[src/hw/rtl/c2u_pkg.sv]
package c2u_pkg;

   typedef enum logic [1:0] {
      CP_1251   = 2'd0,
      CP_866    = 2'd1,
      CP_KOI8R  = 2'd2,
      CP_UNUSED = 2'd3
   } code_page_type;

   localparam logic [7:0] LeadLo    = 8'hD0;
   localparam logic [7:0] LeadHi    = 8'hD1;
   localparam logic [7:0] YoLow     = 8'h81;
   localparam logic [7:0] YoSmall   = 8'h91;
   localparam logic [8:0] KoiBase   = 9'h090;
   localparam logic [1:0] CountOne  = 2'd1;
   localparam logic [1:0] CountTwo  = 2'd2;

   typedef struct packed {
      logic [7:0] first_byte;
      logic [7:0] second_byte;
      logic [1:0] byte_count;
   } result_type;

   // koi8-r letters 0xc0..0xff: utf-8 pair minus 0xd090, low byte only
   function automatic logic [7:0] koi_offset(input logic [5:0] idx);
      logic [7:0] v;
      case (idx)
         6'd0:  v = 8'hfe;  6'd1:  v = 8'h20;  6'd2:  v = 8'h21;  6'd3:  v = 8'hf6;
         6'd4:  v = 8'h24;  6'd5:  v = 8'h25;  6'd6:  v = 8'hf4;  6'd7:  v = 8'h23;
         6'd8:  v = 8'hf5;  6'd9:  v = 8'h28;  6'd10: v = 8'h29;  6'd11: v = 8'h2a;
         6'd12: v = 8'h2b;  6'd13: v = 8'h2c;  6'd14: v = 8'h2d;  6'd15: v = 8'h2e;
         6'd16: v = 8'h2f;  6'd17: v = 8'hff;  6'd18: v = 8'hf0;  6'd19: v = 8'hf1;
         6'd20: v = 8'hf2;  6'd21: v = 8'hf3;  6'd22: v = 8'h26;  6'd23: v = 8'h22;
         6'd24: v = 8'hfc;  6'd25: v = 8'hfb;  6'd26: v = 8'h27;  6'd27: v = 8'hf8;
         6'd28: v = 8'hfd;  6'd29: v = 8'hf9;  6'd30: v = 8'hf7;  6'd31: v = 8'hfa;
         6'd32: v = 8'h1e;  6'd33: v = 8'h00;  6'd34: v = 8'h01;  6'd35: v = 8'h16;
         6'd36: v = 8'h04;  6'd37: v = 8'h05;  6'd38: v = 8'h14;  6'd39: v = 8'h03;
         6'd40: v = 8'h15;  6'd41: v = 8'h08;  6'd42: v = 8'h09;  6'd43: v = 8'h0a;
         6'd44: v = 8'h0b;  6'd45: v = 8'h0c;  6'd46: v = 8'h0d;  6'd47: v = 8'h0e;
         6'd48: v = 8'h0f;  6'd49: v = 8'h1f;  6'd50: v = 8'h10;  6'd51: v = 8'h11;
         6'd52: v = 8'h12;  6'd53: v = 8'h13;  6'd54: v = 8'h06;  6'd55: v = 8'h02;
         6'd56: v = 8'h1c;  6'd57: v = 8'h1b;  6'd58: v = 8'h07;  6'd59: v = 8'h18;
         6'd60: v = 8'h1d;  6'd61: v = 8'h19;  6'd62: v = 8'h17;  6'd63: v = 8'h1a;
         default: v = 8'h00;
      endcase
      return v;
   endfunction

endpackage

[src/hw/rtl/c2u_req_if.sv]
interface c2u_req_if;
   logic       valid;
   logic       ready;
   logic [7:0] in_byte;

   modport source (output valid, output in_byte, input ready);
   modport sink (input valid, input in_byte, output ready);
endinterface

[src/hw/rtl/c2u_rsp_if.sv]
interface c2u_rsp_if;
   logic       valid;
   logic       ready;
   logic [7:0] first_byte;
   logic [7:0] second_byte;
   logic [1:0] byte_count;

   modport source (output valid, output first_byte, output second_byte,
                   output byte_count, input ready);
   modport sink (input valid, input first_byte, input second_byte,
                 input byte_count, output ready);
endinterface

[src/hw/rtl/cyrillic_codepage_to_utf8_unit.sv]
// Cyrillic code page to UTF-8 transcoder.
// req_ch carries one source byte per item (valid/ready, accepted when both
// are high). rsp_ch returns one item per input: first_byte, second_byte and
// byte_count (1 or 2); second_byte is zero when byte_count is 1.
// csr_wr_en/csr_wr_data write the code page register: 0 cp1251, 1 cp866,
// 2 KOI8-R, 3 passes every byte through raw. Write it only while no item
// is in flight.
// An accepted item waits in the input register, moves into the result
// register once that is empty or being read, and is offered on rsp_ch from
// there. Throughput: one item per cycle while rsp_ch.ready stays high; the
// translation is a compare, an add and a 64-entry table lookup between the
// two registers.
// Reset (synchronous, active high) empties both stages and sets the code
// page to cp1251.
// When the receiver holds rsp_ch.ready low the result register keeps its
// item, the input register still takes one more item, and only then does
// req_ch.ready drop; no item is lost or repeated.
module cyrillic_codepage_to_utf8_unit (
   input logic              clock,
   input logic              reset,
   c2u_req_if.sink          req_ch,
   c2u_rsp_if.source        rsp_ch,
   input logic              csr_wr_en,
   input logic [1:0]        csr_wr_data
);

   c2u_pkg::code_page_type code_page_ff;
   logic                   s1_valid_ff, s1_valid_in;
   logic [7:0]             s1_byte_ff;
   logic                   rsp_valid_ff, rsp_valid_in;
   c2u_pkg::result_type    rsp_data_ff;
   c2u_pkg::result_type    map_result;
   logic                   s2_load;
   logic                   req_take;

   c2u_map u_map (
      .code_page (code_page_ff),
      .in_byte   (s1_byte_ff),
      .result    (map_result)
   );

   assign s2_load      = s1_valid_ff && (!rsp_valid_ff || rsp_ch.ready);
   assign req_ch.ready = !s1_valid_ff || s2_load;
   assign req_take     = req_ch.valid && req_ch.ready;

   always_comb begin
      s1_valid_in  = req_take ? 1'b1 : (s2_load ? 1'b0 : s1_valid_ff);
      rsp_valid_in = s2_load ? 1'b1 : (rsp_ch.ready ? 1'b0 : rsp_valid_ff);
   end

   always_ff @(posedge clock) begin
      if (reset) begin
         code_page_ff <= c2u_pkg::CP_1251;
         s1_valid_ff  <= 1'b0;
         rsp_valid_ff <= 1'b0;
      end else begin
         if (csr_wr_en) begin
            code_page_ff <= c2u_pkg::code_page_type'(csr_wr_data);
         end
         s1_valid_ff  <= s1_valid_in;
         rsp_valid_ff <= rsp_valid_in;
      end
   end

   always_ff @(posedge clock) begin
      if (req_take) begin
         s1_byte_ff <= req_ch.in_byte;
      end
      if (s2_load) begin
         rsp_data_ff <= map_result;
      end
   end

   assign rsp_ch.valid       = rsp_valid_ff;
   assign rsp_ch.first_byte  = rsp_data_ff.first_byte;
   assign rsp_ch.second_byte = rsp_data_ff.second_byte;
   assign rsp_ch.byte_count  = rsp_data_ff.byte_count;

endmodule

[src/hw/rtl/c2u_map.sv]
module c2u_map (
   input  c2u_pkg::code_page_type code_page,
   input  logic [7:0]             in_byte,
   output c2u_pkg::result_type    result
);

   logic [8:0] koi_sum;

   assign koi_sum = {1'b0, c2u_pkg::koi_offset(in_byte[5:0])} + c2u_pkg::KoiBase;

   always_comb begin
      // raw single byte unless a letter rule below applies
      result.first_byte  = in_byte;
      result.second_byte = 8'h00;
      result.byte_count  = c2u_pkg::CountOne;
      if (in_byte[7]) begin
         case (code_page)
            c2u_pkg::CP_1251: begin
               result.byte_count = c2u_pkg::CountTwo;
               if (in_byte == 8'hA8) begin
                  result.first_byte  = c2u_pkg::LeadLo;
                  result.second_byte = c2u_pkg::YoLow;
               end else if (in_byte == 8'hB8) begin
                  result.first_byte  = c2u_pkg::LeadHi;
                  result.second_byte = c2u_pkg::YoSmall;
               end else if (in_byte <= 8'hEF) begin
                  result.first_byte  = c2u_pkg::LeadLo;
                  result.second_byte = in_byte + 8'hD0;
               end else begin
                  result.first_byte  = c2u_pkg::LeadHi;
                  result.second_byte = in_byte - 8'h70;
               end
            end
            c2u_pkg::CP_866: begin
               if (in_byte == 8'hF0) begin
                  result.first_byte  = c2u_pkg::LeadLo;
                  result.second_byte = c2u_pkg::YoLow;
                  result.byte_count  = c2u_pkg::CountTwo;
               end else if (in_byte == 8'hF1) begin
                  result.first_byte  = c2u_pkg::LeadHi;
                  result.second_byte = c2u_pkg::YoSmall;
                  result.byte_count  = c2u_pkg::CountTwo;
               end else if (in_byte <= 8'hAF) begin
                  result.first_byte  = c2u_pkg::LeadLo;
                  result.second_byte = in_byte + 8'h10;
                  result.byte_count  = c2u_pkg::CountTwo;
               end else if (in_byte[7:4] == 4'hE) begin
                  result.first_byte  = c2u_pkg::LeadHi;
                  result.second_byte = in_byte - 8'h60;
                  result.byte_count  = c2u_pkg::CountTwo;
               end
            end
            c2u_pkg::CP_KOI8R: begin
               if (in_byte == 8'hB3) begin
                  result.first_byte  = c2u_pkg::LeadLo;
                  result.second_byte = c2u_pkg::YoLow;
                  result.byte_count  = c2u_pkg::CountTwo;
               end else if (in_byte == 8'hA3) begin
                  result.first_byte  = c2u_pkg::LeadHi;
                  result.second_byte = c2u_pkg::YoSmall;
                  result.byte_count  = c2u_pkg::CountTwo;
               end else if (in_byte[6]) begin
                  // table letters, carry out of the low byte picks the lead
                  result.first_byte  = koi_sum[8] ? c2u_pkg::LeadHi : c2u_pkg::LeadLo;
                  result.second_byte = koi_sum[7:0];
                  result.byte_count  = c2u_pkg::CountTwo;
               end
            end
            default: begin
               result.first_byte = in_byte;
            end
         endcase
      end
   end

endmodule

[src/flat_wrapper.sv]
// flat-port wrapper written by rule: the top's interface ports become plain ports
module cyrillic_codepage_to_utf8_unit_flat 
  (clock, reset, csr_wr_en, csr_wr_data, req_ch_valid, req_ch_in_byte, req_ch_ready, rsp_ch_valid, rsp_ch_first_byte, rsp_ch_second_byte, rsp_ch_byte_count, rsp_ch_ready);
  c2u_req_if req_ch_i ();
  c2u_rsp_if rsp_ch_i ();
  input logic clock;
  input logic reset;
  input logic csr_wr_en;
  input logic [1:0] csr_wr_data;
  input wire logic [$bits(req_ch_i.valid)-1:0] req_ch_valid;
  input wire logic [$bits(req_ch_i.in_byte)-1:0] req_ch_in_byte;
  output wire logic [$bits(req_ch_i.ready)-1:0] req_ch_ready;
  output wire logic [$bits(rsp_ch_i.valid)-1:0] rsp_ch_valid;
  output wire logic [$bits(rsp_ch_i.first_byte)-1:0] rsp_ch_first_byte;
  output wire logic [$bits(rsp_ch_i.second_byte)-1:0] rsp_ch_second_byte;
  output wire logic [$bits(rsp_ch_i.byte_count)-1:0] rsp_ch_byte_count;
  input wire logic [$bits(rsp_ch_i.ready)-1:0] rsp_ch_ready;
  assign req_ch_i.valid = req_ch_valid;
  assign req_ch_i.in_byte = req_ch_in_byte;
  assign req_ch_ready = req_ch_i.ready;
  assign rsp_ch_valid = rsp_ch_i.valid;
  assign rsp_ch_first_byte = rsp_ch_i.first_byte;
  assign rsp_ch_second_byte = rsp_ch_i.second_byte;
  assign rsp_ch_byte_count = rsp_ch_i.byte_count;
  assign rsp_ch_i.ready = rsp_ch_ready;
  cyrillic_codepage_to_utf8_unit u_core (.clock(clock), .reset(reset), .req_ch(req_ch_i), .rsp_ch(rsp_ch_i), .csr_wr_en(csr_wr_en), .csr_wr_data(csr_wr_data));
endmodule
[config.mk]
export PLATFORM = sky130hd
export DESIGN_NAME = cyrillic_codepage_to_utf8_unit_flat
export DESIGN_NICKNAME = d
export VERILOG_FILES = /design/src/hw/rtl/c2u_pkg.sv /design/src/hw/rtl/c2u_req_if.sv /design/src/hw/rtl/c2u_rsp_if.sv /design/src/hw/rtl/cyrillic_codepage_to_utf8_unit.sv /design/src/hw/rtl/c2u_map.sv /design/src/flat_wrapper.sv
export SDC_FILE = /design/constraint.sdc
export NUM_CORES = 1
export LEC_CHECK = 0
export BUFFER_PORTS_ARGS = -buffer_cell sky130_fd_sc_hd__clkbuf_2
export CAP_MARGIN = 20
export CORE_MARGIN = 4
export CORE_UTILIZATION = 45
export CTS_CLUSTER_SIZE = 14
export DETAILED_ROUTE_END_ITERATION = 7
export PLACE_DENSITY = 0.68
export SKIP_LAST_GASP = 1
export SLEW_MARGIN = 15
export SYNTH_ARGS = -nofsm -noshare
export SYNTH_HDL_FRONTEND = slang
export SYNTH_HIERARCHICAL = 1
export SYNTH_SLANG_ARGS = --single-unit
[constraint.sdc]
create_clock -name clock -period 3.1 [get_ports clock]
set_input_delay 0.62 -clock clock [delete_from_list [all_inputs] [get_ports clock]]
set_output_delay 0.62 -clock clock [all_outputs]
set_load 0.02 [all_outputs]
======== After elaboration in Yosys (flattened, before gate mapping) ========
Memories as Yosys holds them, arrays and structs flattened. A register that Yosys moved wholly into a read port is not among the register bits.
Index checks and enable logic that the tools add are counted.
storage, ports and cells
  register bits after elaboration ......... 30
  ROM bits ................................ 512
  bits of input ports ..................... 15
  output and inout port bits .............. 20
  word-level logic and storage cells ...... 53
  memories ................................ 1
memory list
  memory            depth  bits a word  read ports  clocked after memory_dff  wr ports  RTL line       RTL
  (name not given)  64     8            1           1                         0         c2u_pkg.sv:27  case (idx)
cells by class
  add/subtract/negate cells ............... 5
  $lt $le $gt $ge ......................... 2
  eq/ne operators ......................... 9
  multiplexer cells ....................... 19
  reduce and logical (&&, ||, !) cells .... 9
operator list
  operator               count
  $mux W18               5
  $mux W17               3
  $eq A8 B8 Y1 const B   6
  $mux W16               2
  $pmux W10 S3           1
  $pmux W8 S3            1
  $le A8 B8 Y1 const B   2
  $sub A8 B7 Y8 const B  2
  $add A8 B8 Y9 const B  1
  $mux W9                1
  $add A8 B5 Y8 const B  1
  $add A8 B8 Y8 const B  1
  $mux W6                1
  $mux W1                5
  $eq A4 B4 Y1 const B   1
  $reduce_bool A2 Y1     2
  $eq A2 B1 Y1 const B   1
  $eq A2 B2 Y1 const B   1
  $logic_and A1 B1 Y1    2
  $logic_not A1 Y1       2
  $logic_not A2 Y1       1
  $logic_or A1 B1 Y1     2

======== Depth between registers and ports, before layout ========
Gate-level depths: netlist (run 1).
  word-level depth ........................ 7
  gate-level depth with buffers ........... 11
  depth with buffers taken out ............ 10

======== Cells and area by module ========
Netlist (run 1), hierarchy kept.
modules (own cells, without submodules)
  module                          instances  cells an instance  area each (µm²)  sequential area each (µm²)
  c2u_map                         1          173                1293.7           0.0
  cyrillic_codepage_to_utf8_unit  1          42                 952.2            860.8

======== Least setup slack after synthesis (run 1) ========
Ideal clock, no wire load.
  kind .................................... flip-flop to flip-flop
  start point ............................. register u_core.s1_byte_ff[0]
  end point ............................... register u_core.rsp_data_ff (netlist bit u_core/rsp_ch.second_byte[5]), data pin
  data arrival time ....................... 2116 ps
  path slack .............................. 721 ps
  stages on the path, launching flop included .. 10
  buffers on the path ..................... 0
  clock period less this slack ............ 2379 ps
  cell sequence ........................... edfxtp_1 -> inv_1 -> ha_1 -> inv_1 -> mux4_2 -> a21oi_1 -> ha_1 -> nand3_1 -> o221a_1 -> nor2_1
on the way
  word-level cells in the longest chain between the ends .. 6
RTL lines
  item                    RTL line                              RTL
  start, declared         cyrillic_codepage_to_utf8_unit.sv:29  logic [7:0] s1_byte_ff;
  start signal, assigned  cyrillic_codepage_to_utf8_unit.sv:67  s1_byte_ff <= req_ch.in_byte;
  $sub A8 B7 Y8           c2u_map.sv:49                         result.second_byte = in_byte - 8'h60;
  $mux W17                c2u_map.sv:47                         end else if (in_byte[7:4] == 4'hE) begin
  $mux W18                c2u_map.sv:43                         end else if (in_byte <= 8'hAF) begin
  $mux W18                c2u_map.sv:39                         end else if (in_byte == 8'hF1) begin
  $mux W18                c2u_map.sv:35                         if (in_byte == 8'hF0) begin
  $pmux W10 S3 (*)        c2u_map.sv:17                         case (code_page)
  end signal, assigned    cyrillic_codepage_to_utf8_unit.sv:70  rsp_data_ff <= map_result;
  end, declared           cyrillic_codepage_to_utf8_unit.sv:31  c2u_pkg::result_type rsp_data_ff;
Mark *: on every way between the ends. The rest lies on a longest branch, timed or not.
A chain may end at the register's enable or synchronous reset.

======== Worst setup path after layout (run 1) ========
Ends and elaborated chain as after synthesis.

==> flow_summary_export.csv, run 1 <==
group,metric,value,unit
global_route,grt_use_total,17.4,%
routing,vias,1872,
clock_network,cts_root_buf,"clkbuf_8",
routing,drc,0,
routing,antenna_left,0,
critical_path,critical-path-top-delay-family,"adder cells",
die,die_area,6190,µm²
timing,post-route-period-util,83.4,%
global_route,grt_first_pass_wirelength,8.42,mm
pwr,power.density,400,nW/µm²
pwr,power_leakage,0.975,nW
clock_network,cts_tree,"done",
routing,wl_per_cell,15.9,µm
placed_design,globalplace.congestion,0.943,
clock_network,cts_buffer_depth,2,
min_path,hp-start,"u_core/s1_valid_ff",
global_route,antenna_found_initial,0,
finish,fillers,454,
critical_path,critPathMaxStageDelay,0.47,ns
pwr,clock_power_share,28.9,%
timing,finalCriticalPeriod,2.59,ns
routing,dr.pass1.iters,5,
status,status,"complete, no violations",
pwr,peakVddDrop,0.000214,V
placed_design,hpwl,3.89,mm
timing,hold_violations,0,
logic_synthesis,synthArstFlopShare,0,%
timing,clock_skew,0.00378,ns
timing,worst_slack,0.513,ns
critical_path,end_kind,"register",
finish,finish.utilization,52.8,%
finish,regArea,861,µm²
logic_synthesis,synth_area_per_cell,10.4,µm²
clock_network,clkSlewWorstSetupHoldPaths,0.06,ns
critical_path,critPathMaxFanout,7,
clock_network,cts_setup_buffers,0,
logic_synthesis,yosysSeqAreaShare,38.3,%
finish,multi_input_area,1210,µm²
routing,wl,5.07,mm
die,fp.coreArea,4790,µm²
die,die-height,78.6,µm
finish,nets,279,
pwr,p_sw_share,28.8,%
timing,setup_violations,0,
logic_synthesis,synth_area,2250,µm²
pwr,pwr-share-comb,22.7,%
critical_path,crit_chain,"inv_1, ha_1, inv_1, mux4_2, a21oi_1, ha_1, nand3_1, o221a_1, nor2_1",
timing,maxClockFrequency,387,MHz
clock_network,worstSkewPairLatency,0.28,ns
logic_synthesis,synth_cell_types,62,
die,ios,35,
global_route,gr-total-overflow,0,
die,start_util,46.9,%
global_route,grt_max_degree,19,
logic_synthesis,synth-edff-count,26,
pwr,p_int,0.718,mW
run,max_cap_violations,0,
clock_network,h-tree-depth,2,
routing,viasPerCell,5.87,
critical_path,crit_required,3.12,ns
finish,area.growth.synth_to_final,12.4,%
critical_path,timing.rr.start,"u_core/s1_byte_ff[0]",
global_route,grt_pass1_vias,1740,
die,row_count,25,
logic_synthesis,synthFlopType,"edfxtp_1",
finish,fin_area,2520,µm²
timing,max-slew-margin-rel,66.9,%
logic_synthesis,synthesis.nets,243,
logic_synthesis,ys_seq_elements,30,
timing,tightest_slew,0.496,ns
clock_network,cts.sinks,30,
finish,diodes,0,
critical_path,worst-endpoint-arrival,2.61,ns
placed_design,port_buffers,34,
critical_path,slowest_stage,"mux4_2",
clock_network,cts_resized,0,
min_path,holdCritPathClass,"register to register",
logic_synthesis,ys_warn_count,6,
pwr,p_seq_share,48.3,%
die,fp.dieW,78.6,µm
pwr,p_sw,0.291,mW
critical_path,cp-startpoint,"u_core/s1_byte_ff[0]",
logic_synthesis,syn_inst,215,
critical_path,start_kind,"register",
placed_design,dpl_cell_area,2440,µm²
timing,finalSetupTns,0,ns
critical_path,path_buf_inv,2,
timing,slew_viol_final,0,
clock_network,cts_buffers,5,
placed_design,dp_slack,0.524,ns
critical_path,crit_type,"register to register",
timing,rsz0062_at_grt,"false",
finish,layout-drive-gt1-share,27.4,%
routing,drtIter0Drc,253,
clock_network,hold_buffers,0,
timing,hold_slack,0.494,ns
flip-flops by register name, indices dropped and copies added (netlist names):
name,cells
u_core/s1_valid_ff,1
u_core/s1_byte_ff,8
u_core/rsp_ch.first_byte,8
u_core/rsp_ch.second_byte,8
u_core/code_page_ff,2
u_core/rsp_ch.valid,1
u_core/rsp_ch.byte_count,2
metal layers:
metal / wire length (µm) / GRT usage [%]
met4: 161 / 7.87
met2: 2280 / 26.7
met3: 457 / 4.01
met1: 2170 / 23.2
met5: 0 / 0
tightest hold or removal path: cells and delay by family, from the launching register on:
family,cells,cell delay (ns)
buf+inv,1,0.06
compound gates,1,0.05
flops,1,0.34
synth_stat cells, types with 3 or more instances:
| cell type | number | area, µm² |
|---|---|---|
| nand2_1 | 26 | 97.6 |
| inv_1 | 11 | 41.3 |
| nand2b_1 | 6 | 37.5 |
| o21ai_1 | 7 | 35.0 |
| nand3_1 | 6 | 30.0 |
| o211ai_1 | 3 | 22.5 |
| a32o_1 | 3 | 30.0 |
| o21ai_0 | 7 | 35.0 |
| a311oi_1 | 3 | 26.3 |
| a21oi_1 | 13 | 65.1 |
| buf_6 | 8 | 90.1 |
| edfxtp_1 | 26 | 781 |
| ha_1 | 13 | 163 |
| a211oi_1 | 3 | 22.5 |
| dfxtp_1 | 4 | 80.1 |
| nor2_1 | 11 | 41.3 |
| buf_2 | 5 | 25.0 |
| mux2i_1 | 3 | 30.0 |
power by group through the flow:
stage	Combinational [mW]	Clock, mW	Sequential (mW)
after floorplan	0.162	0	0.506
after CTS	0.228	0.307	0.488
final	0.229	0.292	0.488
after global placement	0.223	0	0.495
after detailed placement	0.227	0	0.496
after global routing	0.250	0.324	0.491
final timing paths:
| check | to | slack [ns] | cells past startpoint |
|---|---|---|---|
| setup / recovery | u_core/rsp_ch.second_byte[5] | 0.51 | 9 |
| hold / removal | u_core/rsp_ch.valid | 0.49 | 2 |
| setup reg to reg | u_core/rsp_ch.second_byte[5] | 0.51 | 9 |
| hold reg to reg | u_core/rsp_ch.valid | 0.49 | 2 |
area by class of cell:
class	count	area share, %
clock buffer	8	3.17
tap	67	3.32
sequential	30	34.1
multi-input combinational	157	47.8
timing repair buffer	44	9.71
inverter	13	1.93
logic make-up after synthesis:
logic type	after synthesis	share of synthesized area, %
and+or+nand+nor	72	19.1
AOI/OAI and AO/OA	65	23.3
DFF	30	38.3
buffers and inverters	28	7.97
adders and majority gates	13	7.24
muxes	5	3.34
xor gates and xnor gates	2	0.780
metrics by stage:
stage          power [mW]  instances
2_1_floorplan       0.667        215
3_3_place_gp        0.718        311
3_5_place_dp        0.723        311
4_1_cts              1.02        319
5_1_grt              1.07        319
6_report             1.01        319
cell usage in the layout (no fill, tap or decap), drive strengths merged, types with 4 or more instances in the layout:
master	count
o21ai	14
nand2	27
inv	12
buf	10
clkbuf	42
ha	13
edfxtp	26
nand3	6
and2	5
dfxtp	4
nand2b	7
a21oi	14
nor2	13
Power figures use the tool's default switching activity.
==> inputs of run 2 (changes only) <==
Settings changed: ABC_AREA from default to 1.
Clock period 3.1 ns to 2.7 ns, I/O delays scaled along.
==> flow_summary_export.csv, run 2 <==
group,metric,value,unit
timing,finalSetupTns,0,ns
finish,final_common_cell,"nand2_1",
clock_network,cts_buffer_depth,2,
logic_synthesis,synth-compound-area-share,11.1,%
clock_network,cts_tree,"done",
finish,fin_area,2480,µm²
placed_design,globalplace.congestion,0.937,
timing,finalCriticalPeriod,2.31,ns
clock_network,cts_setup_buffers,0,
critical_path,crit_required,2.72,ns
critical_path,path_buf_inv,0,
timing,post-route-period-util,85.5,%
finish,regArea,861,µm²
global_route,gr-total-overflow,0,
logic_synthesis,synthesis.nets,296,
timing,setup_violations,0,
logic_synthesis,synth_area,2160,µm²
critical_path,cpMostUsedCell,"nand2_1",
status,status,"complete, no violations",
pwr,peakVddDrop,0.000331,V
timing,maxClockFrequency,433,MHz
finish,stdcell_count,363,
logic_synthesis,synthFlopType,"edfxtp_1",
logic_synthesis,synth_cell_types,33,
routing,wl_per_cell,13.6,µm
pwr,power_leakage,1.23,nW
logic_synthesis,yosysTopAreaCell,"edfxtp_1",
min_path,holdCritPathClass,"input port to register",
critical_path,timing.rr.start,"u_core/s1_byte_ff[5]",
clock_network,worstSkewPairLatency,0.28,ns
logic_synthesis,synth_commonest_cells,"nand2_1 (73), inv_1 (30), edfxtp_1 (26)",
logic_synthesis,ys_seq_elements,30,
critical_path,reg2regPathDepth,10,
pwr,p_int,0.798,mW
placed_design,dpl_cell_area,2400,µm²
clock_network,h-tree-depth,2,
global_route,grt_pass1_vias,1684,
global_route,grt_max_degree,19,
routing,antenna_left,0,
pwr,pwr-share-comb,21.5,%
finish,layout-drive-gt1-share,23.5,%
critical_path,slowest_stage,"edfxtp_1",
critical_path,critPathMaxStageDelay,0.51,ns
critical_path,crit_chain,"ha_1, nand2_1, nor2_4, nand2_1, ha_1, nand2_1, o21bai_1, xor2_1, o21ai_1, a21oi_1",
finish,fillers,402,
routing,drc,0,
logic_synthesis,synth_xor_area_share,1.22,%
placed_design,port_buffers,34,
logic_synthesis,synthAdderAreaFrac,7.53,%
routing,vias,1880,
timing,clock_skew,0.00577,ns
critical_path,crit_type,"register to register",
die,ios,35,
pwr,clock_power_share,29.2,%
logic_synthesis,ys_warn_count,6,
finish,final_cell_mix,"nand2_1 (73), clkbuf_2 (34), inv_1 (30), edfxtp_1 (26), nand3_1 (24)",
global_route,grt_use_total,17.3,%
pwr,p_sw_share,29.5,%
global_route,globalRoute.busiestLayer,"met2",
pwr,power.density,456,nW/µm²
logic_synthesis,muxShareOfSynthArea,0,%
global_route,grt_first_pass_wirelength,8.16,mm
critical_path,cp_num_cells,10,
finish,area.growth.synth_to_final,14.9,%
global_route,antenna_found_initial,0,
die,die_area,5970,µm²
die,start_util,47.9,%
clock_network,cts_resized,0,
timing,rsz0062_at_grt,"false",
timing,slew_viol_final,0,
routing,viasPerCell,5.18,
critical_path,cp-startpoint,"u_core/s1_byte_ff[5]",
finish,multi_input_area,1110,µm²
logic_synthesis,synth_top_cell_area_share,36.2,%
placed_design,hpwl,3.83,mm
pwr,p_sw,0.335,mW
routing,drtIter0Drc,181,
finish,nets,338,
placed_design,dp_slack,0.401,ns
critical_path,end_kind,"register",
critical_path,critPathMaxFanout,7,
pwr,power,1.13,mW
logic_synthesis,syn_inst,268,
die,fp.dieW,77.3,µm
min_path,hp-start,"req_ch_in_byte[7]",
logic_synthesis,netlist_top_cells_area,"edfxtp_1 (36%), nand2_1 (13%), ha_1 (7.5%), nand3_1 (5.6%), inv_1 (5.2%)",
placed_design,dpl.cell_count,355,
timing,hold_slack,0.431,ns
global_route,grt_use_met3,3.75,%
clock_network,cts_buffers,5,
logic_synthesis,synthArstFlopShare,0,%
run,max_cap_violations,0,
logic_synthesis,synth_top_family_by_area,"simple AND/OR/NAND/NOR gates",
timing,hold_violations,0,
die,die-height,77.3,µm
global_route,use_met2,26.0,%
clock_network,clkSlewWorstSetupHoldPaths,0.06,ns
logic_synthesis,synth-edff-count,26,
logic_synthesis,yosysSeqAreaShare,39.9,%
logic_synthesis,synth_area_per_cell,8.06,µm²
global_route,met1_usage,24.8,%
routing,dr.pass1.iters,5,
clock_network,cts_root_buf,"clkbuf_8",
critical_path,critical-path-top-delay-family,"adder cells",
min_path,worstHoldPathCells,1,
clock_network,cts.sinks,30,
logic_synthesis,synth.most_common_cell,"nand2_1",
die,row_count,24,
critical_path,worst-endpoint-arrival,2.33,ns
timing,tightest_slew,0.511,ns
finish,diodes,0,
pwr,p_seq_share,49.2,%
routing,wl,4.94,mm
critical_path,start_kind,"register",
timing,worst_slack,0.392,ns
timing,max-slew-margin-rel,65.9,%
finish,finish.utilization,55.1,%
clock_network,hold_buffers,0,
die,fp.coreArea,4500,µm²
logic_synthesis,yosys.area_share.simple,31.5,%
run 2: changes by cell type after synthesis, moves of 4 or more:
| cell | previous run | this run |
|---|---|---|
| nand3_1 | 6 | 24 |
| inv_2 | 1 | 5 |
| nand2_1 | 26 | 73 |
| nor2_4 | 1 | 5 |
| buf_6 | 8 | 2 |
| nor2_1 | 11 | 20 |
| o21ai_0 | 7 | 13 |
| inv_1 | 11 | 30 |
| nand2b_1 | 6 | 0 |
run 2: power groups by stage:
| stage | Clock, mW | Combinational [mW] | Sequential, mW |
|---|---|---|---|
| after floorplan | 0 | 0.162 | 0.578 |
| after global placement | 0 | 0.243 | 0.567 |
| after detailed placement | 0 | 0.241 | 0.567 |
| after CTS | 0.344 | 0.243 | 0.558 |
| after global routing | 0.365 | 0.273 | 0.561 |
| final | 0.331 | 0.244 | 0.558 |
run 2: per-layer routing:
| metal | part of all wire, % | routed length (µm) | vias to the layer above |
|---|---|---|---|
| met4 | 1.4 | 70 | 0 |
| met1 | 46 | 2270 | 829 |
| met5 | 0 | 0 | - |
| met2 | 45 | 2230 | 77 |
| li1 | - | - | 965 |
| met3 | 7.5 | 373 | 9 |
run 2: cells by family after synthesis:
group / after synthesis
simple gates: 137
buf+inv: 43
compound gates: 42
flops: 30
fa+ha+maj: 13
xor+xnor: 3
run 2: path summary, 6_finish.rpt:
| check | slack, ns | end |
|---|---|---|
| hold reg to reg | 0.50 | u_core/code_page_ff[0] |
| hold / removal | 0.43 | u_core/s1_byte_ff[7] |
| setup reg to reg | 0.39 | u_core/rsp_ch.second_byte[7] |
| setup / recovery | 0.39 | u_core/rsp_ch.second_byte[7] |
run 2: final cells by class:
cell class / instances / share of cell area, %
multi-input combinational: 195 / 44.6
timing repair buffer: 41 / 8.98
clock buffer: 6 / 2.92
clock inverter: 2 / 0.353
tap: 52 / 2.62
sequential: 30 / 34.7
inverter: 37 / 5.80
